--- src/rtl/ggpd_pkg.sv ---
`timescale 1ns / 1ps
package ggpd_pkg;

  localparam int NUM_REGS     = 7;
  localparam int CORDIC_STEPS = 31;
  localparam int RED_STEPS    = 13;
  localparam int QUEUE_DEPTH_DEF = 4;

  // register indexes
  localparam logic [2:0] REG_GAIN_P_X       = 3'd0;
  localparam logic [2:0] REG_GAIN_P_Y       = 3'd1;
  localparam logic [2:0] REG_GAIN_P_HEADING = 3'd2;
  localparam logic [2:0] REG_GAIN_D_SPEED   = 3'd3;
  localparam logic [2:0] REG_GAIN_D_RATE    = 3'd4;
  localparam logic [2:0] REG_GOAL_X         = 3'd5;
  localparam logic [2:0] REG_GOAL_Y         = 3'd6;

  // angle constants, Q2.30 unless noted
  localparam logic signed [35:0] PI_Q30      = 36'sd3373259426;
  localparam logic signed [35:0] TWO_PI_Q30  = 36'sd6746518852;
  localparam logic signed [35:0] HALF_PI_Q30 = 36'sd1686629713;
  localparam logic signed [34:0] HALF_PI_Q16 = 35'sd102944;
  localparam logic signed [33:0] INV_GAIN    = 34'sd652032874;
  localparam logic signed [33:0] ONE_Q30     = 34'sd1073741824;

  typedef struct packed {
    logic signed [31:0] pos_x;
    logic signed [31:0] pos_y;
    logic signed [31:0] heading;
    logic signed [31:0] fwd_speed;
    logic signed [31:0] yaw_rate;
  } pose_t;

  typedef struct packed {
    logic signed [31:0] cmd_linear;
    logic signed [31:0] cmd_angular;
  } cmd_t;

  typedef struct packed {
    logic signed [31:0] gain_p_x;
    logic signed [31:0] gain_p_y;
    logic signed [31:0] gain_p_heading;
    logic signed [31:0] gain_d_speed;
    logic signed [31:0] gain_d_rate;
  } gain_t;

  // classified sample handed from front to back
  typedef struct packed {
    logic signed [32:0] dx;
    logic signed [32:0] dy;
    logic signed [31:0] heading;
    logic        [31:0] habs;
    logic               hneg;
    logic        [31:0] spd;
    logic signed [31:0] rate;
  } entry_t;

  function automatic logic signed [34:0] atan_q30(input logic [4:0] i);
    logic signed [34:0] v;
    case (i)
      5'd0:  v = 35'sd843314857;
      5'd1:  v = 35'sd497837829;
      5'd2:  v = 35'sd263043837;
      5'd3:  v = 35'sd133525159;
      5'd4:  v = 35'sd67021687;
      5'd5:  v = 35'sd33543516;
      5'd6:  v = 35'sd16775851;
      5'd7:  v = 35'sd8388437;
      5'd8:  v = 35'sd4194283;
      5'd9:  v = 35'sd2097149;
      5'd10: v = 35'sd1048576;
      5'd11: v = 35'sd524288;
      5'd12: v = 35'sd262144;
      5'd13: v = 35'sd131072;
      5'd14: v = 35'sd65536;
      5'd15: v = 35'sd32768;
      5'd16: v = 35'sd16384;
      5'd17: v = 35'sd8192;
      5'd18: v = 35'sd4096;
      5'd19: v = 35'sd2048;
      5'd20: v = 35'sd1024;
      5'd21: v = 35'sd512;
      5'd22: v = 35'sd256;
      5'd23: v = 35'sd128;
      5'd24: v = 35'sd64;
      5'd25: v = 35'sd32;
      5'd26: v = 35'sd16;
      5'd27: v = 35'sd8;
      5'd28: v = 35'sd4;
      5'd29: v = 35'sd2;
      5'd30: v = 35'sd1;
      default: v = 35'sd0;
    endcase
    return v;
  endfunction

endpackage

--- src/rtl/ggpd_front.sv ---
`timescale 1ns / 1ps
module ggpd_front
  import ggpd_pkg::*;
(
  input  logic               clk,
  input  logic               rst,
  input  logic               pose_valid,
  input  pose_t              pose,
  output logic               pose_stall,
  input  logic signed [31:0] goal_x,
  input  logic signed [31:0] goal_y,
  input  logic               full,
  output logic               push,
  output entry_t             entry
);

  logic   held;
  logic   load;
  entry_t ent_next;

  assign push       = held && !full;
  assign pose_stall = held && full;
  assign load       = pose_valid && (!held || !full);

  always_comb begin
    ent_next.dx      = 33'(goal_x) - 33'(pose.pos_x);
    ent_next.dy      = 33'(goal_y) - 33'(pose.pos_y);
    ent_next.heading = pose.heading;
    ent_next.hneg    = pose.heading[31];
    ent_next.habs    = pose.heading[31] ? (~pose.heading + 32'd1) : pose.heading;
    ent_next.spd     = pose.fwd_speed[31] ? (~pose.fwd_speed + 32'd1) : pose.fwd_speed;
    ent_next.rate    = pose.yaw_rate;
  end

  always_ff @(posedge clk) begin
    if (rst) begin
      held <= 1'b0;
    end else if (!held || !full) begin
      held <= pose_valid;
    end
  end

  always_ff @(posedge clk) begin
    if (load) begin
      entry <= ent_next;
    end
  end

endmodule

--- config.mk ---
export PLATFORM = sky130hd
export DESIGN_NAME = ggpd_front
export DESIGN_NICKNAME = d
export VERILOG_FILES = /design/src/rtl/ggpd_pkg.sv /design/src/rtl/ggpd_front.sv
export SDC_FILE = /design/constraint.sdc
export NUM_CORES = 1
export LEC_CHECK = 0
export BUFFER_PORTS_ARGS = -buffer_cell sky130_fd_sc_hd__buf_2
export CAP_MARGIN = 20
export CORE_AREA = 2 2 167 169
export DETAILED_ROUTE_END_ITERATION = 6
export DIE_AREA = 0 0 169 171
export PLACE_DENSITY = 0.71
export SYNTH_ARGS = -nofsm -noshare
export SYNTH_HDL_FRONTEND = slang
export SYNTH_SLANG_ARGS = --single-unit
--- constraint.sdc ---
create_clock -name clk -period 10.7 [get_ports clk]
set_clock_uncertainty 0.2 [all_clocks]
set_input_delay 1.07 -clock clk [delete_from_list [all_inputs] [get_ports clk]]
set_output_delay 1.07 -clock clk [all_outputs]
set_load 0.03 [all_outputs]
# Word level (Yosys, flattened, before mapping)
# Cells that the tools add are included.
dict set report totals {
  ff_bits 196
  in_bits 228
  output_inout_bits 197
}
dict set report classes {
  addsub 4
  n_mux 2
  bitwise 2
  n_reduce_logical 6
}
# cell count
set op_table {}
lappend op_table {{32-bit by 32-bit subtractor with 33-bit output} 2}
lappend op_table {{32-bit by 1-bit adder with 32-bit output (second input constant)} 2}
lappend op_table {{32-bit inverter} 2}
lappend op_table {{31-bit 2-to-1 mux} 2}
lappend op_table {{1-bit logical AND} 3}
lappend op_table {{1-bit logical NOT} 2}
lappend op_table {{1-bit logical OR} 1}

# Depth between registers and ports, before layout
# Gate-level depths: netlist of the first run.
dict set report logic_depth {
  ltp_word 3
  ltp_mapped 12
  ltp_nobuf 12
}

# Worst setup path before layout of the first run
# OpenSTA, ideal clock, no wires.
dict set report synth_timing {
  path_type {input-to-reg}
  start {input full}
  end {register entry[0] (netlist name) (enable)}
  setup_time_ns 0.768
  arrival_time_ns 9.806
  required_time_ns 9.732
  setup_slack_ns -0.074
  stages 2
  path_buffers 0
  cell_sequence {and2_1 -> nor2b_1}
}
dict set report synth_via {
  elab_chain_cells 3
}
# item line
set synth_rtl {}
lappend synth_rtl {{start, declared} ggpd_front.sv:12} ;# input logic full,
lappend synth_rtl {{1-bit logical NOT} ggpd_front.sv:23} ;# assign load = pose_valid && (!held || !full);
lappend synth_rtl {{1-bit logical OR} ggpd_front.sv:23}
lappend synth_rtl {{1-bit logical AND} ggpd_front.sv:23}
lappend synth_rtl {{net load} ggpd_front.sv:18} ;# logic load;
lappend synth_rtl {{end signal, assigned} ggpd_front.sv:45} ;# entry <= ent_next;
lappend synth_rtl {{end, declared} ggpd_front.sv:14} ;# output entry_t entry
# The timed path passes the listed nets, and every way through them passes these cells.
# A chain may end at the register's enable or synchronous reset.

==> results.toml, run 1 <==
[setup_path]
worstPathMaxFanout = 4
cp.depth = 12
max_stage_delay_ps = 490
r2r_cells = 4
start_kind = "input port"
endpoint_kind = "flip-flop"
path_cells = "buf_2 > ha_1 > fa_1 > nor2b_1 > o21ai_0 > a21oi_1 > o22ai_1 > a2bb2oi_1 > or4_1 > a21o_1 > and4b_1 > a211oi_1"
critical_path_class = "in -> reg"
crit_required_ps = 10760
worst-path-buf-inv = 1
arrival_ps = 3930
slowest_stage = "or4_1"
crit_family = "compound AO/OA/AOI/OAI gates"

[drt]
route.detailed.drc = 0
drt_iter0_markers = 459
via_per_inst = 5.07
ant_nets = 0
routedWlPerCell_um = 16.8
first_pass_iters = 5
drt-total-wl_um = 28500
vias = 8612

[min_path]
min_path_cells = 3
worstHoldPathType = "reg -> reg"

[synthesis]
yosys.area_share.xor_xnor = 0.0929
ys_seq_area_frac = 0.546
synth_flop_cell = "edfxtp_1"
async_flop_share = 0
synth_area_mm2 = 0.0107
synthAdderAreaFrac = 0.0812
synth.avg_cell_area_um2 = 11.7
synthMuxAreaShare = 0.00106
synth_top_family_by_area = "compound AO/OA/AOI/OAI gates"
synth-simple-area-share = 0.104
synth_compound_gate_area_share = 0.136
ys_types = 60
synth_fp_nets = 1209
syn_inst = 913
ys_ff_latch = 194
yosysWarnings = 0
synth-edff-count = 193

[cells_and_area]
diodes = 0
nets = 1637
syn2layout_area_growth_pct = 29.0
layout_commonest_cell = "buf_2"
final_cell_mix = "buf_2 (424), edfxtp_1 (193), inv_1 (88)"
final_core_util = 0.503
stdcell_count = 1700
drive_above_1_share = 0.355

[power]
p_comb_frac = 0.251
leakage_nw = 6.11
p_sw_uw = 686
power.density_mw_per_mm2 = 155
seqPwrFrac = 0.445
internal_power_mw = 1.45
peakVddDrop_uv = 104
p_clk_frac = 0.304
p_total_mw = 2.13
switching_share = 0.322

[sta]
fmax_ghz = 0.259
rsz0062_at_grt = "no"
fin_crit_ps = 3870
max_slew_margin = 0.371
final.setup.tns_ps = 0
finalMaxSlewViolations = 0
finalHoldViolations = 0
holdWs_ps = 458
period_share = 0.361
tightest_slew_ps = 943
setup_viol = 0

[global_routing]
grt_pass1_vias = 8304
grt_pass1_wl_um = 43300
grtUsageTotal = 0.191
gr-total-overflow = 0
grt_max_degree = 75
antenna_found_initial = 1

[floorplanning]
core_area_mm2 = 0.0273
die-area_mm2 = 0.0289
pin_count = 425
die_h_um = 171
rows = 61
start_util = 0.390
die_x_um = 169

[clock_network]
clock_latency_ps = 420
clock-sinks = 194
ctsResizeCount = 0
cts_made_buffers = 17
cts-root-buf = "clkbuf_16"
path_clk_slew_ps = 80
htree_levels = 4
cts_hold_buf = 0
cts_setup_buffers = 0
cts_tree = "done"
clock_path_buffers = 2

[placement]
portBuffers = 424
placed_cells = 1668
hpwl_um = 22600
gp_congestion = 0.859

[outcome]
outcome = "finished clean"

[flow_run]
maxCapViolCount = 0
-- flip-flops by register name, summed over array words and instances (netlist names) --
register / flops
entry: 193
held: 1
-- through the flow --
stage / setup WS, ps / cell area [um2]
floorplan: 3630 / 10700
global placement: 6500 / 13200
detailed placement: 6420 / 13200
CTS: 6880 / 13800
global route: 6490 / 13800
finish: 6830 / 13800
-- cell usage after synthesis (3+ instances only) --
| master | number | share of area |
|---|---|---|
| clkbuf_1 | 13 | 0.0046 |
| or4_4 | 4 | 0.0042 |
| ha_1 | 66 | 0.077 |
| nor2b_1 | 10 | 0.0059 |
| xnor2_1 | 85 | 0.070 |
| nor4_1 | 4 | 0.0023 |
| o21bai_1 | 4 | 0.0028 |
| nor2_1 | 41 | 0.014 |
| a21oi_1 | 64 | 0.030 |
| o31a_1 | 3 | 0.0025 |
| xor2_1 | 28 | 0.023 |
| buf_4 | 4 | 0.0028 |
| a21o_1 | 32 | 0.023 |
| o211ai_1 | 3 | 0.0021 |
| inv_1 | 88 | 0.031 |
| or4_1 | 12 | 0.0085 |
| nand3_1 | 20 | 0.0094 |
| a211o_1 | 4 | 0.0033 |
| and2_1 | 5 | 0.0029 |
| o22ai_1 | 3 | 0.0018 |
| or3_1 | 6 | 0.0035 |
| o21a_1 | 12 | 0.0085 |
| o31ai_1 | 19 | 0.013 |
| o41ai_1 | 5 | 0.0041 |
| nor3_1 | 11 | 0.0052 |
| nand2_1 | 62 | 0.022 |
| and3_1 | 7 | 0.0041 |
| nand4_1 | 7 | 0.0041 |
| nand2b_1 | 5 | 0.0029 |
| edfxtp_1 | 193 | 0.54 |
| o21ai_0 | 49 | 0.023 |
| or2_2 | 3 | 0.0018 |
-- worst min-delay path: cells and delay by family (launching register included) --
family           cells  cell delay [ps]
AND/OR/NAND/NOR      3              320
flip-flops           1              310
-- power groups by stage --
| stage | Clock (mW) | Sequential [mW] | Combinational, mW |
|---|---|---|---|
| global route | 0.696 | 0.955 | 0.582 |
| floorplan | 0 | 1.11 | 0.219 |
| CTS | 0.667 | 0.949 | 0.538 |
| finish | 0.649 | 0.948 | 0.536 |
| global placement | 0 | 0.964 | 0.530 |
| detailed placement | 0 | 0.966 | 0.536 |
-- cell type report --
class / instances / area, um2
Clock buffer: 17 / 425
Clock inverter: 15 / 165
Fill cell: 2470 / 13600
Inverter: 88 / 330
Multi-Input combinational cell: 613 / 4440
Sequential cell: 194 / 5820
Tap cell: 346 / 433
Timing Repair Buffer: 427 / 2140
-- path summary, 6_finish.rpt --
| kind | from | slack, ps | endpoint |
|---|---|---|---|
| worst max-delay path | pose[96] | 6830 | entry[159]$_DFFE_PP_ |
| worst min-delay path | held$_SDFFE_PP0N_ | 460 | held$_SDFFE_PP0N_ |
| worst max register to register | held$_SDFFE_PP0N_ | 7910 | entry[112]$_DFFE_PP_ |
| worst min register to register | held$_SDFFE_PP0N_ | 460 | held$_SDFFE_PP0N_ |
-- kinds of logic after synthesis --
logic type,Yosys count
xor+xnor,113
compound gates,221
fa+ha+maj,68
mux,1
buf+inv,106
flops,194
simple gates,210
-- layer usage --
metal | global-route usage | vias to the layer above | wire (um)
li1 | - | 4199 | -
met1 | 0.233 | 4056 | 11800
met2 | 0.340 | 320 | 14400
met3 | 0.0393 | 37 | 1770
met4 | 0.0565 | 0 | 519
met5 | 0 | - | 0
(Power assumes the default switching activity.)
==> run 2, diff against run 1 <==
==> constraint.sdc (replaced) <==
create_clock -name clk -period 3.4 [get_ports clk]
set_clock_uncertainty 0.2 [all_clocks]
set_input_delay 0.34 -clock clk [delete_from_list [all_inputs] [get_ports clk]]
set_output_delay 0.34 -clock clk [all_outputs]
set_load 0.03 [all_outputs]
==> results.toml, run 2 (same netlist as run 1, synthesis figures left out) <==
[outcome]
outcome = "finished clean"

[floorplanning]
start_util = 0.390
die-area_mm2 = 0.0289
die_h_um = 171
die_x_um = 169
core_area_mm2 = 0.0273
rows = 61
pin_count = 425

[cells_and_area]
largest_register_ffs = 193
syn2layout_area_growth_pct = 36.0
drive_above_1_share = 0.341
final_cell_mix = "buf_2 (423), edfxtp_1 (193), inv_1 (88)"
fillers = 2373
largest_registers = "entry x193, held x1"
layout_commonest_cell = "buf_2"
final_core_util = 0.531
top_register = "entry"
diodes = 0
nets = 1708
stdcell_count = 1771

[setup_path]
crit_required_ps = 3380
max_stage_delay_ps = 580
path_cells = "dlygate4sd3_1 > buf_2 > or4_1 > or3_4 > nand2b_4 > or2_4 > nand2b_4 > or2_4 > o41ai_4 > xnor2_1"
cp.depth = 10
worstReg2RegEnd = "entry[0]$_DFFE_PP_"
critical_path_class = "in -> reg"
rrSetupSlack_ps = 1610
start_kind = "input port"
crit_family = "simple AND/OR/NAND/NOR gates"
worst-path-buf-inv = 2
slowest_stage = "or4_1"
endpoint_kind = "flip-flop"
worstPathMaxFanout = 5
arrival_ps = 3280
cp-startpoint = "pose[71]"
r2r-start = "held$_SDFFE_PP0N_"
r2r_cells = 3
crit_end = "entry[94]$_DFFE_PP_"

[clock_network]
cts-root-buf = "clkbuf_16"
clock-sinks = 194
clock_latency_ps = 430
cts_setup_buffers = 0
cts_tree = "done"
path_clk_slew_ps = 80
htree_levels = 4
cts_made_buffers = 17
clock_path_buffers = 2

[sta]
fin_crit_ps = 3300
period_share = 0.972
setup_viol = 0
finalMaxSlewViolations = 0
holdWs_ps = 23.3
max_slew_margin = 0.564
final.setup.tns_ps = 0
tightest_slew_ps = 654
finalHoldViolations = 0
rsz0062_at_grt = "no"
fmax_ghz = 0.303

[drt]
drt_iter0_markers = 544
drt-total-wl_um = 29900
route.met2.wl_um = 15200
ant_nets = 0
highest_layer = "met4"
vias = 9035
route.detailed.drc = 0
routedWlPerCell_um = 16.9
wl_met1_um = 12200
first_pass_iters = 7
met3_wirelength_um = 1770
via_per_inst = 5.10

[power]
seqPwrFrac = 0.435
internal_power_mw = 4.68
power.density_mw_per_mm2 = 473
p_clk_frac = 0.306
leakage_nw = 6.45
p_comb_frac = 0.258
peakVddDrop_uv = 269
switching_share = 0.318
p_sw_mw = 2.18

[placement]
placed_cells = 1674
hpwl_um = 22600
portBuffers = 424
gp_congestion = 0.860

[min_path]
worstHoldPathType = "in -> reg"

[global_routing]
grt_max_degree = 113
grt_pass1_wl_um = 44700
antenna_found_initial = 0
gr-total-overflow = 0
grt_pass1_vias = 8791
grtUsageTotal = 0.196

[flow_run]
maxCapViolCount = 0
## run 2: how the worst min path moves through the flow
stage / from / end / cells after the start
final: pose[59] / entry[59]$_DFFE_PP_ / 2
after global routing: pose[61] / entry[61]$_DFFE_PP_ / 2
after CTS: pose[57] / entry[57]$_DFFE_PP_ / 2
after detailed placement: pose[16] / entry[16]$_DFFE_PP_ / 1
after global placement: rst / held$_SDFFE_PP0N_ / 2
after floorplan: rst / held$_SDFFE_PP0N_ / 1
## run 2: power groups by stage
| stage | sequential [mW] | combinational, mW | clock (mW) |
|---|---|---|---|
| floorplan | 3.47 | 0.691 | 0 |
| global placement | 3.03 | 1.68 | 0 |
| detailed placement | 3.04 | 1.71 | 0 |
| CTS | 2.99 | 1.77 | 2.15 |
| global route | 3.00 | 1.91 | 2.23 |
| finish | 2.99 | 1.77 | 2.10 |
## run 2: per-stage QoR
stage / power, mW / setup WS [ps] / instance area [um2]
floorplan: 4.17 / -628 / 10700
global placement: 4.71 / 46.8 / 13200
detailed placement: 4.74 / -35.5 / 13200
CTS: 6.90 / 39.0 / 14500
global route: 7.15 / 44.7 / 14500
finish: 6.86 / 96.2 / 14500
## run 2: routing by layer
metal | vias to the layer above | GRT usage
met1 | 4284 | 0.237
li1 | 4343 | -
met5 | - | 0
met4 | 0 | 0.0676
met3 | 49 | 0.0340
met2 | 359 | 0.354
## run 2: area by class of cell
cell class / instances / area (um2) / share of cell area
Tap cell: 346 / 433 / 0.0299
Inverter: 88 / 330 / 0.0228
Clock buffer: 18 / 429 / 0.0296
Sequential cell: 194 / 5820 / 0.401
Timing Repair Buffer: 498 / 2870 / 0.198
Multi-Input combinational cell: 613 / 4440 / 0.307
Clock inverter: 14 / 171 / 0.0118
## run 2: what timing repair did
action | 4_1_cts | 5_1_grt
hold buffers | 66 | 0
setup endpoints to repair | 0 | 3
gates resized for setup | 0 | 2
hold endpoints to repair | 65 | 0
