File: config.mk
export PLATFORM = sky130hd
export DESIGN_NAME = ggpd_queue
export DESIGN_NICKNAME = d
export VERILOG_FILES = /design/src/rtl/ggpd_pkg.sv /design/src/rtl/ggpd_queue.sv
export SDC_FILE = /design/constraint.sdc
export NUM_CORES = 1
export LEC_CHECK = 0
export ABC_AREA = 1
export BUFFER_PORTS_ARGS = -buffer_cell sky130_fd_sc_hd__buf_2
export CORE_MARGIN = 2
export CORE_UTILIZATION = 42
export CTS_BUF_LIST = sky130_fd_sc_hd__clkbuf_8
export CTS_CLUSTER_SIZE = 30
export DETAILED_ROUTE_END_ITERATION = 10
export SLEW_MARGIN = 0
export SYNTH_ARGS = -nofsm -noshare
export SYNTH_HDL_FRONTEND = slang
export SYNTH_SLANG_ARGS = --single-unit
File: constraint.sdc
create_clock -name clk -period 13.8 [get_ports clk]
set_input_delay 1.38 -clock clk [delete_from_list [all_inputs] [get_ports clk]]
set_output_delay 1.38 -clock clk [all_outputs]
set_load 0.03 [all_outputs]
File: src/rtl/ggpd_pkg.sv
`timescale 1ns / 1ps
package ggpd_pkg;

  localparam int NUM_REGS     = 7;
  localparam int CORDIC_STEPS = 31;
  localparam int RED_STEPS    = 13;
  localparam int QUEUE_DEPTH_DEF = 4;

  // register indexes
  localparam logic [2:0] REG_GAIN_P_X       = 3'd0;
  localparam logic [2:0] REG_GAIN_P_Y       = 3'd1;
  localparam logic [2:0] REG_GAIN_P_HEADING = 3'd2;
  localparam logic [2:0] REG_GAIN_D_SPEED   = 3'd3;
  localparam logic [2:0] REG_GAIN_D_RATE    = 3'd4;
  localparam logic [2:0] REG_GOAL_X         = 3'd5;
  localparam logic [2:0] REG_GOAL_Y         = 3'd6;

  // angle constants, Q2.30 unless noted
  localparam logic signed [35:0] PI_Q30      = 36'sd3373259426;
  localparam logic signed [35:0] TWO_PI_Q30  = 36'sd6746518852;
  localparam logic signed [35:0] HALF_PI_Q30 = 36'sd1686629713;
  localparam logic signed [34:0] HALF_PI_Q16 = 35'sd102944;
  localparam logic signed [33:0] INV_GAIN    = 34'sd652032874;
  localparam logic signed [33:0] ONE_Q30     = 34'sd1073741824;

  typedef struct packed {
    logic signed [31:0] pos_x;
    logic signed [31:0] pos_y;
    logic signed [31:0] heading;
    logic signed [31:0] fwd_speed;
    logic signed [31:0] yaw_rate;
  } pose_t;

  typedef struct packed {
    logic signed [31:0] cmd_linear;
    logic signed [31:0] cmd_angular;
  } cmd_t;

  typedef struct packed {
    logic signed [31:0] gain_p_x;
    logic signed [31:0] gain_p_y;
    logic signed [31:0] gain_p_heading;
    logic signed [31:0] gain_d_speed;
    logic signed [31:0] gain_d_rate;
  } gain_t;

  // classified sample handed from front to back
  typedef struct packed {
    logic signed [32:0] dx;
    logic signed [32:0] dy;
    logic signed [31:0] heading;
    logic        [31:0] habs;
    logic               hneg;
    logic        [31:0] spd;
    logic signed [31:0] rate;
  } entry_t;

  function automatic logic signed [34:0] atan_q30(input logic [4:0] i);
    logic signed [34:0] v;
    case (i)
      5'd0:  v = 35'sd843314857;
      5'd1:  v = 35'sd497837829;
      5'd2:  v = 35'sd263043837;
      5'd3:  v = 35'sd133525159;
      5'd4:  v = 35'sd67021687;
      5'd5:  v = 35'sd33543516;
      5'd6:  v = 35'sd16775851;
      5'd7:  v = 35'sd8388437;
      5'd8:  v = 35'sd4194283;
      5'd9:  v = 35'sd2097149;
      5'd10: v = 35'sd1048576;
      5'd11: v = 35'sd524288;
      5'd12: v = 35'sd262144;
      5'd13: v = 35'sd131072;
      5'd14: v = 35'sd65536;
      5'd15: v = 35'sd32768;
      5'd16: v = 35'sd16384;
      5'd17: v = 35'sd8192;
      5'd18: v = 35'sd4096;
      5'd19: v = 35'sd2048;
      5'd20: v = 35'sd1024;
      5'd21: v = 35'sd512;
      5'd22: v = 35'sd256;
      5'd23: v = 35'sd128;
      5'd24: v = 35'sd64;
      5'd25: v = 35'sd32;
      5'd26: v = 35'sd16;
      5'd27: v = 35'sd8;
      5'd28: v = 35'sd4;
      5'd29: v = 35'sd2;
      5'd30: v = 35'sd1;
      default: v = 35'sd0;
    endcase
    return v;
  endfunction

endpackage

File: src/rtl/ggpd_queue.sv
`timescale 1ns / 1ps
module ggpd_queue
  import ggpd_pkg::*;
#(
  parameter int DEPTH = QUEUE_DEPTH_DEF
) (
  input  logic   clk,
  input  logic   rst,
  input  logic   push,
  input  entry_t wdata,
  output logic   full,
  input  logic   pop,
  output entry_t rdata,
  output logic   empty
);

  localparam int PW = (DEPTH > 1) ? $clog2(DEPTH) : 1;
  localparam int CW = $clog2(DEPTH + 1);

  entry_t          mem [DEPTH];
  logic [PW-1:0]   wr_ptr;
  logic [PW-1:0]   rd_ptr;
  logic [CW-1:0]   count;

  assign full  = (count == CW'(DEPTH));
  assign empty = (count == '0);
  assign rdata = mem[rd_ptr];

  always_ff @(posedge clk) begin
    if (push) begin
      mem[wr_ptr] <= wdata;
    end
  end

  always_ff @(posedge clk) begin
    if (rst) begin
      wr_ptr <= '0;
      rd_ptr <= '0;
      count  <= '0;
    end else begin
      if (push) begin
        wr_ptr <= (wr_ptr == PW'(DEPTH - 1)) ? '0 : wr_ptr + 1'b1;
      end
      if (pop) begin
        rd_ptr <= (rd_ptr == PW'(DEPTH - 1)) ? '0 : rd_ptr + 1'b1;
      end
      if (push && !pop) begin
        count <= count + 1'b1;
      end else if (pop && !push) begin
        count <= count - 1'b1;
      end
    end
  end

`ifndef SYNTHESIS
  a_no_push_full: assert property (@(posedge clk) disable iff (rst) push |-> !full)
    else $error("queue push while full");
  a_no_pop_empty: assert property (@(posedge clk) disable iff (rst) pop |-> !empty)
    else $error("queue pop while empty");
  a_count_range: assert property (@(posedge clk) disable iff (rst) count <= CW'(DEPTH))
    else $error("queue count out of range");
  a_count_up: assert property (@(posedge clk) disable iff (rst)
    (push && !pop) |=> count == $past(count) + 1'b1)
    else $error("queue count did not advance");
`endif

endmodule

======== Word-level counts from Yosys, hierarchy flattened ========
Memory sizes are Yosys's and may differ from the RTL's. A register that Yosys moved wholly into a read port is not among the register bits.
Cells that the tools add are included.
storage, ports and cells
  register bits ........................... 7
  input port bits ......................... 199
  memories ................................ 1
  memory bits (writable) .................. 780
operators by class
  equal/unequal tests ..................... 3
  multiplexer cells ....................... 8
  reduce and logical (&&, ||, !) cells .... 6
  add/subtract/negate cells ............... 4
memory list
  memory  depth  width  rd ports  clocked after Yosys merged registers in  write ports  RTL line          source
  mem     4      195    1         1                                        1            ggpd_queue.sv:20  entry_t mem [DEPTH];
operators with widths
  cell                   number
  $mux W2                4
  $mux W3                2
  $add A2 B1 Y2 const B  2
  $eq A2 B2 Y1 const B   2
  $add A3 B1 Y3 const B  1
  $eq A3 B3 Y1 const B   1
  $logic_not A3 Y1       1
  $sub A3 B1 Y3 const B  1
  $logic_and A1 B1 Y1    2
  $logic_not A1 Y1       2
  $mux W1                2
  $reduce_bool A2 Y1     1

======== Longest topological paths before layout ========
Gate-level depths: netlist of run 1.
  depth in word-level cells ............... 4
  mapped depth ............................ 10

======== Least setup slack after synthesis of run 1 ========
Ideal clock, no wire load.
  path kind ............................... input port to flip-flop
  start ................................... input port push
  end ..................................... memory mem[3][0] (netlist bit), enable pin
  stages on the path ...................... 2
  data required time ...................... 13.253 ns
  buffers on the path ..................... 0
  slack ................................... 8.091 ns
  arrival ................................. 5.162 ns
  cell sequence ........................... nand2_1 -> inv_1
between the ends
  word-level cells in the longest chain between the ends .. 2
ends and longest elaborated chain
  element                        RTL line          source
  start: declaration             ggpd_queue.sv:9   input logic push,
  $mux W1                        ggpd_queue.sv:30  if (push) begin
  $mux W1 (not written as such)  ggpd_queue.sv:31  mem[wr_ptr] <= wdata;
  end: declaration               ggpd_queue.sv:20
Every way passes these cells.

==> impl_metrics.json, run 1 <==
{
  "status": "finished clean",
  "gp_congestion": 0.747,
  "crit_buf_inv": 4,
  "synth_warnings": 0,
  "initial_core_util": 0.424,
  "wl_um": 69500,
  "area_growth_syn_to_layout_pct": 17.5,
  "startpoint_type": "register",
  "relSlewSlack": 0.242,
  "synth_top_area_cell": "edfxtp_1",
  "fin_cells": 3395,
  "syn-num-nets": 2150,
  "finalCriticalPeriod_ns": 5.98,
  "cts_hold_buf": 0,
  "layout_common_cells": "780 x edfxtp_1, 398 x nor2_1, 395 x buf_2",
  "clk_pin_slew_worst_paths_ns": 0.06,
  "final_util": 0.499,
  "yosysSeqAreaShare": 0.809,
  "ios": 396,
  "die_x_um": 268,
  "synth_area_leaders": "edfxtp_1 80%, o21ai_0 6.1%, nor2_1 5.1%",
  "numCtsBuffers": 131,
  "synth_top_area_share": 0.803,
  "path_cells": "buf_4 > buf_4 > buf_4 > o21ai_0 > o22ai_1 > buf_2",
  "power_leakage_nw": 12.0,
  "setup_tns_ns": 0,
  "synth_seq_cells": 789,
  "whs_ns": 0.540,
  "coreArea_mm2": 0.0687,
  "avgSynthCellArea_um2": 15.0,
  "cts-resized-gates": 0,
  "vias": 17800,
  "arrival_ns": 4.60,
  "drtPass1Iterations": 5,
  "final-hold-violation-count": 0,
  "grt_pass1_wl_um": 103000,
  "worst_path_most_repeated_cell": "buf_4",
  "n_fill_cell": 5908,
  "antenna_found_initial": 28,
  "drv_cap": 0,
  "drtIter0Drc": 1150,
  "vias_per_cell": 5.24,
  "track_usage": 0.191,
  "cts_max_path_buffers": 3,
  "grt_pass1_vias": 17600,
  "fmax_mhz": 167,
  "ant_nets": 0,
  "worstPathRequired_ns": 12.42,
  "grt-ovfl-total": 0,
  "rsz0062_at_grt": "no",
  "htreeDepth": 4,
  "worst_pin_slew_ns": 1.14,
  "crit_path_max_incr_delay_ns": 0.87,
  "holdCritPathClass": "register to register",
  "vdd_ir_drop_max_uv": 133,
  "netlist_area_mm2": 0.0292,
  "cts_tree": "done",
  "power.total_w": 0.00528,
  "drive_above_1_share": 0.238,
  "dp_cells": 3161,
  "clock_sinks": 789,
  "netlist-cell-type-count": 20,
  "crit_type": "register to primary output",
  "insertion_delay_ns": 0.75,
  "finish.net_count": 2569,
  "path_delay_family": "buffers and inverters",
  "grt_max_degree": 130,
  "syn_inst": 1944,
  "timing.final.crit_share": 0.433,
  "drv_slew": 0,
  "final_common_cell": "edfxtp_1",
  "worstPathMaxFanout": 87,
  "cp_slowest_cell": "dfxtp_4",
  "post_cts_buffers": 0,
  "drc_errors": 0,
  "rows": 96,
  "die_h_um": 268,
  "dp_hpwl_um": 38200,
  "skew_ns": 0.0216,
  "endpoint_kind": "primary output",
  "die-area_mm2": 0.0716,
  "clock-root-buffer": "clkbuf_8",
  "port_buffers": 395,
  "setup_violations": 0,
  "wl_per_cell_um": 20.5,
  "power_density_mw_per_mm2": 154
}
## state kept, by name (all words and copies together) (netlist names), named ones only
signal and count:
mem 780, rd_ptr 2, wr_ptr 2, count 3
## metrics by stage
step                      setup WS [ns]  area, µm²
after global routing               7.44      34300
after global placement             8.64      31900
final                              7.82      34300
after floorplan                    8.09      29200
after CTS                          7.71      34200
after detailed placement           8.57      31900
## power breakdown
| part | internal [W] | switching (W) |
|---|---|---|
| clock network | 0.000980 | 0.000903 |
| logic | 0.000154 | 0.000470 |
| registers | 0.00274 | 0.0000290 |
| total | 0.00388 | 0.00140 |
## path summary, 6_finish.rpt
check	slack [ns]	start	cells past startpoint	endpoint
setup / recovery	7.82	register	6	rdata[114]
hold / removal	0.54	wr_ptr[1]	2	wr_ptr[1]
setup reg to reg	11.16	wr_ptr[1]	5	mem[1][82]
hold reg to reg	0.54	wr_ptr[1]	2	wr_ptr[1]
## worst register-to-register path: stages, from the launching register on
cell and delay, ns:
dfxtp_1 0.33, inv_1 0.10, ha_1 0.16, nand2_1 0.13, inv_8 0.61, buf_4 0.84
## kinds of logic (layout without fill, tap and decap cells)
family / after synthesis / count (layout) / share of synthesized area
other: 0 / 16 / 0
XOR/XNOR: 1 / 1 / 0.000300
flip-flops: 789 / 789 / 0.809
buffers and inverters: 144 / 648 / 0.0241
adder cells (fa/ha/maj): 7 / 7 / 0.00326
AO/OA/AOI/OAI: 591 / 591 / 0.110
AND/OR/NAND/NOR: 412 / 412 / 0.0533
## cell type report
type / count / area (µm²) / share of cell area
antenna: 16 / 40.0 / 0.00117
clock inverter: 84 / 526 / 0.0153
multi-input combinational: 1011 / 4860 / 0.142
inverter: 16 / 105 / 0.00307
sequential: 789 / 23600 / 0.689
clock buffer: 134 / 1840 / 0.0538
timing repair buffer: 414 / 2120 / 0.0618
tap: 931 / 1160 / 0.0340
## Yosys cell counts (all sizes together)
cell / instances
o21ai: 393
fa: 1
dfxtp: 9
nand3: 1
edfxtp: 780
nor3: 4
inv: 16
a21oi: 3
xor2: 1
nor2: 398
nand4: 1
o22ai: 195
nand2: 8
buf: 43
ha: 6
clkbuf: 85
## routing by layer
layer / global-route usage / wire length, µm / vias up
met2: 0.318 / 35000 / 498
met3: 0.0713 / 5520 / 133
met5: 0 / 187 / -
li1: - / - / 8238
met1: 0.225 / 27400 / 8888
met4: 0.0766 / 1430 / 28
No activity file was read; power rests on OpenSTA's default activity.
==> run 2: changes to the inputs <==
ABC_AREA = 0   (was 1)
clock period = 6 ns   (was 13.8 ns; I/O delays follow)
==> run 2 against run 1 <==
Synthesized cell count shrank 45%. Combinational power grew 120%. Global-route usage shrank 2.1 points. Power grew 130%. Die area shrank 2.0%. First-iteration DRC count shrank 29%. Non-clock buffer count grew 185. Clock skew grew 0.0029 ns. Sequential power grew 130%. Highest routed layer unchanged.
==> impl_metrics.json, run 2 <==
{
  "status": "finished clean",
  "synth_edf_count": 780,
  "die-area_mm2": 0.0702,
  "startpoint_type": "register",
  "drive_above_1_share": 0.418,
  "endpoint_kind": "primary output",
  "fmax_mhz": 274,
  "drv_slew": 0,
  "r2r_start": "wr_ptr[0]",
  "syn_inst": 1063,
  "drtIter0Drc": 813,
  "arrival_ns": 3.05,
  "worstPathMaxFanout": 60,
  "holdCritPathClass": "input pin to register",
  "finalCriticalPeriod_ns": 3.65,
  "clock_sinks": 789,
  "path_cells": "buf_12 > mux4_2 > buf_2",
  "drc_errors": 0,
  "wl_um": 59000,
  "crit_path_max_incr_delay_ns": 0.90,
  "synth_warnings": 0,
  "numCtsBuffers": 132,
  "insertion_delay_ns": 0.74,
  "ios": 396,
  "coreArea_mm2": 0.0673,
  "die_x_um": 265,
  "power_leakage_nw": 12.2,
  "netlist-cell-type-count": 18,
  "synth_xor_area_frac": 0.000613,
  "synth_simple_gate_area_frac": 0.00271,
  "synth_seq_cells": 789,
  "port_buffers": 395,
  "worstPathRequired_ns": 5.40,
  "clock-root-buffer": "clkbuf_8",
  "vias_per_cell": 4.98,
  "vias": 13500,
  "yosysMostFrequentCell": "edfxtp_1",
  "reg2reg_depth": 3,
  "max_flop_register": "mem",
  "worst_pin_slew_ns": 1.07,
  "path_delay_family": "flip-flops",
  "fin_cells": 2718,
  "clk_pin_slew_worst_paths_ns": 0.06,
  "htreeDepth": 4,
  "grt_max_degree": 111,
  "synthTopCellsByCount": "780 x edfxtp_1, 195 x mux4_2, 21 x buf_2",
  "synth-compound-area-share": 0.000525,
  "grt_pass1_vias": 15000,
  "setup_tns_ns": 0,
  "final-hold-violation-count": 0,
  "dp_cells": 2301,
  "grt-ovfl-total": 0,
  "synth_adder_area_share": 0.00333,
  "dp_hpwl_um": 32700,
  "wl_per_cell_um": 21.7,
  "drtPass1Iterations": 5,
  "power_density_mw_per_mm2": 337,
  "yosysSeqAreaShare": 0.826,
  "finish.net_count": 1958,
  "setup_violations": 0,
  "cts_tree": "done",
  "track_usage": 0.170,
  "synthFlopType": "edfxtp_1",
  "cts_max_path_buffers": 3,
  "grt_pass1_wl_um": 89400,
  "avgSynthCellArea_um2": 26.9,
  "largest_reg_flops": 780,
  "synth_area_leaders": "edfxtp_1 82%, mux4_2 15%, buf_6 0.71%",
  "ant_nets": 0,
  "initial_core_util": 0.425,
  "crit_type": "register to primary output",
  "area_growth_syn_to_layout_pct": 25.3,
  "synth_top_area_share": 0.820,
  "final_common_cell": "edfxtp_1",
  "rows": 95,
  "synth_top_area_cell": "edfxtp_1",
  "syn-num-nets": 1269,
  "timing.final.crit_share": 0.609,
  "vdd_ir_drop_max_uv": 215,
  "layout_common_cells": "780 x edfxtp_1, 395 x buf_2, 195 x mux4_2",
  "worstHoldStart": "wdata[70]",
  "synth-async-reset-ratio": 0,
  "gp_congestion": 0.722,
  "cts-resized-gates": 0,
  "rsz0062_at_grt": "no",
  "drv_cap": 0,
  "whs_path_depth": 1,
  "relSlewSlack": 0.287,
  "synth_top_family_by_area": "multiplexers",
  "top_regs": "mem x780, count x3",
  "synth_mux_area_frac": 0.155,
  "crit_buf_inv": 2,
  "antenna_found_initial": 5,
  "cp.depth": 3,
  "die_h_um": 265,
  "cts_hold_buf": 190,
  "power.total_w": 0.0121,
  "post_cts_buffers": 0,
  "skew_ns": 0.0245,
  "netlist_area_mm2": 0.0286,
  "cp_slowest_cell": "dfxtp_4"
}
run 2: layout make-up:
cell class	count	area (µm²)
diodes	1	2.50
clock buffers	135	1860
clock inverters	91	520
fillers	5278	31500
inverters	4	15.0
multi-input cells	226	4650
flip-flops and latches	789	23600
well taps	873	1090
repair buffers	599	4070
run 2: path summary, 6_finish.rpt:
check / slack, ns / endpoint
setup reg to reg: 3.58 / mem[3][11]
hold / removal: 0.1 / mem[0][70]
hold reg to reg: 0.50 / count[2]
setup / recovery: 2.35 / rdata[10]
run 2: kinds of logic (layout without fill, tap and decap cells):
kind of cell / after synthesis / after routing
buffers and inverters: 48 / 829
multiplexers: 199 / 199
XOR/XNOR: 2 / 2
adder cells (fa/ha/maj): 7 / 7
other: 0 / 1
flip-flops: 789 / 789
AND/OR/NAND/NOR: 15 / 15
AO/OA/AOI/OAI: 3 / 3
run 2: where the power goes:
group / total [W] / switching, W / internal, W / leakage [nW]
logic: 0.00137 / 0.000850 / 0.000520 / 3.65
registers: 0.00640 / 0.0000715 / 0.00633 / 7.24
clock network: 0.00429 / 0.00206 / 0.00223 / 1.35
run 2: stage by stage:
stage	hold WS, ns	setup WS (ns)	util	instance area [µm²]
floorplan	0.460	0.395	-	28600
global placement	0.483	2.97	0.469	31500
detailed placement	0.500	2.97	0.469	31500
CTS	0.000416	2.12	0.532	35800
global route	0.0225	2.03	0.532	35800
finish	0.0975	2.35	0.532	35800
run 2: layer usage:
metal	share of wire	GRT usage	vias to the layer above
met5	0.00085	0	-
met4	0.024	0.0654	8
met3	0.072	0.0593	105
met2	0.50	0.277	408
met1	0.40	0.211	7002
li1	-	-	6022
==> run 3: changes to the inputs <==
clock period = 3.3 ns   (was 6 ns; I/O delays follow)
==> run 3 against run 2 <==
Flip-flop and latch count unchanged. Highest routed layer unchanged. Die area unchanged. Sequential power up 81%. Critical endpoint is now rdata[3]. Via count is 1.8% higher. First-iteration DRC count is 14% lower. Core utilization grew 0.60 points. Register-to-register slack got worse by 2.2 ns. Clock power increased by 77%. Design area up 1.1%. Global-route usage rose by 0.38 points. Clock-buffer cell count unchanged.
==> impl_metrics.json, run 3 (synthesis results as in run 2) <==
{
  "rsz0062_at_grt": "no",
  "clock-root-buffer": "clkbuf_8",
  "drv_slew": 0,
  "dp_cells": 2321,
  "clock_sinks": 789,
  "drv_cap": 0,
  "die_x_um": 265,
  "ant_nets": 0,
  "port_buffers": 395,
  "cp.depth": 4,
  "grt_pass1_wl_um": 91100,
  "skew_ns": 0.0209,
  "worstHoldStart": "wdata[49]",
  "hold_end": "mem[2][49]",
  "n_fill_cell": 5229,
  "setup_violations": 0,
  "crit_path_max_incr_delay_ns": 0.57,
  "holdCritPathClass": "input pin to register",
  "grt_pass1_vias": 15100,
  "dpl_cell_area_mm2": 0.0319,
  "m1WireLength_um": 24400,
  "worstPathMaxFanout": 21,
  "top_regs": "mem x780, count x3",
  "dp_hpwl_um": 36000,
  "area_growth_syn_to_layout_pct": 26.7,
  "cts-resized-gates": 0,
  "wl_um": 60400,
  "die-area_mm2": 0.0702,
  "drive_above_1_share": 0.421,
  "drtIter0Drc": 701,
  "setup_tns_ns": 0,
  "rows": 95,
  "power_density_mw_per_mm2": 601,
  "gp_congestion": 0.720,
  "worstPathRequired_ns": 2.97,
  "coreArea_mm2": 0.0673,
  "htreeDepth": 4,
  "largest_reg_flops": 780,
  "initial_core_util": 0.425,
  "stdcell_area_mm2": 0.0362,
  "wl_per_cell_um": 22.0,
  "insertion_delay_ns": 0.74,
  "status": "finished clean",
  "rr_endpoint": "mem[2][62]",
  "clk_pin_slew_worst_paths_ns": 0.05,
  "startpoint_type": "register",
  "drc_errors": 0,
  "numCtsBuffers": 132,
  "final-hold-violation-count": 0,
  "track_usage": 0.174,
  "fin_cells": 2749,
  "arrival_ns": 2.61,
  "cp_slowest_cell": "mux4_2",
  "ios": 396,
  "endpoint_kind": "primary output",
  "grt-ovfl-total": 0,
  "cts_hold_buf": 198,
  "antenna_found_initial": 8,
  "dp_slack_ns": 1.05,
  "cts_tree": "done",
  "relSlewSlack": 0.477,
  "reg2reg_depth": 4,
  "setup_slack_ns": 0.360,
  "cts_max_path_buffers": 3,
  "fmax_mhz": 340,
  "whs_path_depth": 2,
  "finish.net_count": 1986,
  "path_cells": "buf_12 > buf_4 > mux4_2 > buf_2",
  "die_h_um": 265,
  "final_common_cell": "edfxtp_1",
  "vdd_ir_drop_max_uv": 479,
  "r2r_start": "wr_ptr[0]",
  "path_delay_family": "buffers and inverters",
  "crit_buf_inv": 3,
  "highest_layer": "met5",
  "vias": 13800,
  "crit_type": "register to primary output",
  "vias_per_cell": 5.02,
  "post_cts_buffers": 0,
  "power.total_w": 0.0218,
  "grt_max_degree": 78,
  "power_leakage_nw": 12.4,
  "wl_met2_um": 30500,
  "max_flop_register": "mem",
  "worst_pin_slew_ns": 0.784,
  "finalCriticalPeriod_ns": 2.94,
  "timing.final.crit_share": 0.891,
  "wl_met3_um": 4220,
  "ff2ff_setup_slack_ns": 1.37,
  "drtPass1Iterations": 4,
  "layout_common_cells": "780 x edfxtp_1, 395 x buf_2, 198 x dlygate4sd3_1"
}
-- run 3: cell types whose count changed in the layout (fill, tap and decap cells not counted), moves of 4 or more --
cell           before  now
buf_12              7   27
clkinv_8            4    0
clkinvlp_4          2    7
dlygate4sd3_1     190  198
inv_6               6    2
-- run 3: final cells by class --
cell class | count | area (µm²) | area share
diodes | 3 | 7.51 | 0.000207
clock buffers | 135 | 1860 | 0.0513
clock inverters | 92 | 437 | 0.0121
inverters | 4 | 15.0 | 0.000415
multi-input cells | 226 | 4650 | 0.128
flip-flops and latches | 789 | 23600 | 0.652
well taps | 873 | 1090 | 0.0302
repair buffers | 627 | 4550 | 0.126
-- run 3: worst max-delay path by stage --
stage | slack (ns) | end | start
2_1_floorplan | 0.93 | mem[3][0] | wr_ptr[0]
3_3_place_gp | 1.08 | rdata[3] | register
3_5_place_dp | 1.05 | rdata[3] | register
4_1_cts | 0.20 | rdata[3] | register
5_1_grt | 0.17 | rdata[3] | register
6_report | 0.36 | rdata[3] | register
-- run 3: metrics by stage --
step | hold WS, ns | util
finish | 0.339 | 0.538
global route | 0.283 | 0.538
CTS | 0.241 | 0.538
detailed placement | 0.531 | 0.475
global placement | 0.483 | 0.475
floorplan | 0.399 | -
-- run 3: layer usage --
metal / up-vias / track usage
met5: - / 0
met4: 10 / 0.0602
met3: 112 / 0.0604
met2: 381 / 0.286
met1: 7207 / 0.216
li1: 6078 / -
-- run 3: worst register-to-register path: cells and delay by family (launching register included) --
kind | cells | cell delay (ns)
fa+ha+maj | 1 | 0.14
buf+inv | 2 | 0.45
flops | 1 | 0.34
simple gates | 1 | 0.63
-- run 3: where the power goes --
| group | internal (W) | switching, W |
|---|---|---|
| clock | 0.00387 | 0.00371 |
| sequential | 0.0115 | 0.000102 |
| combinational | 0.00101 | 0.00160 |
| total | 0.0164 | 0.00541 |
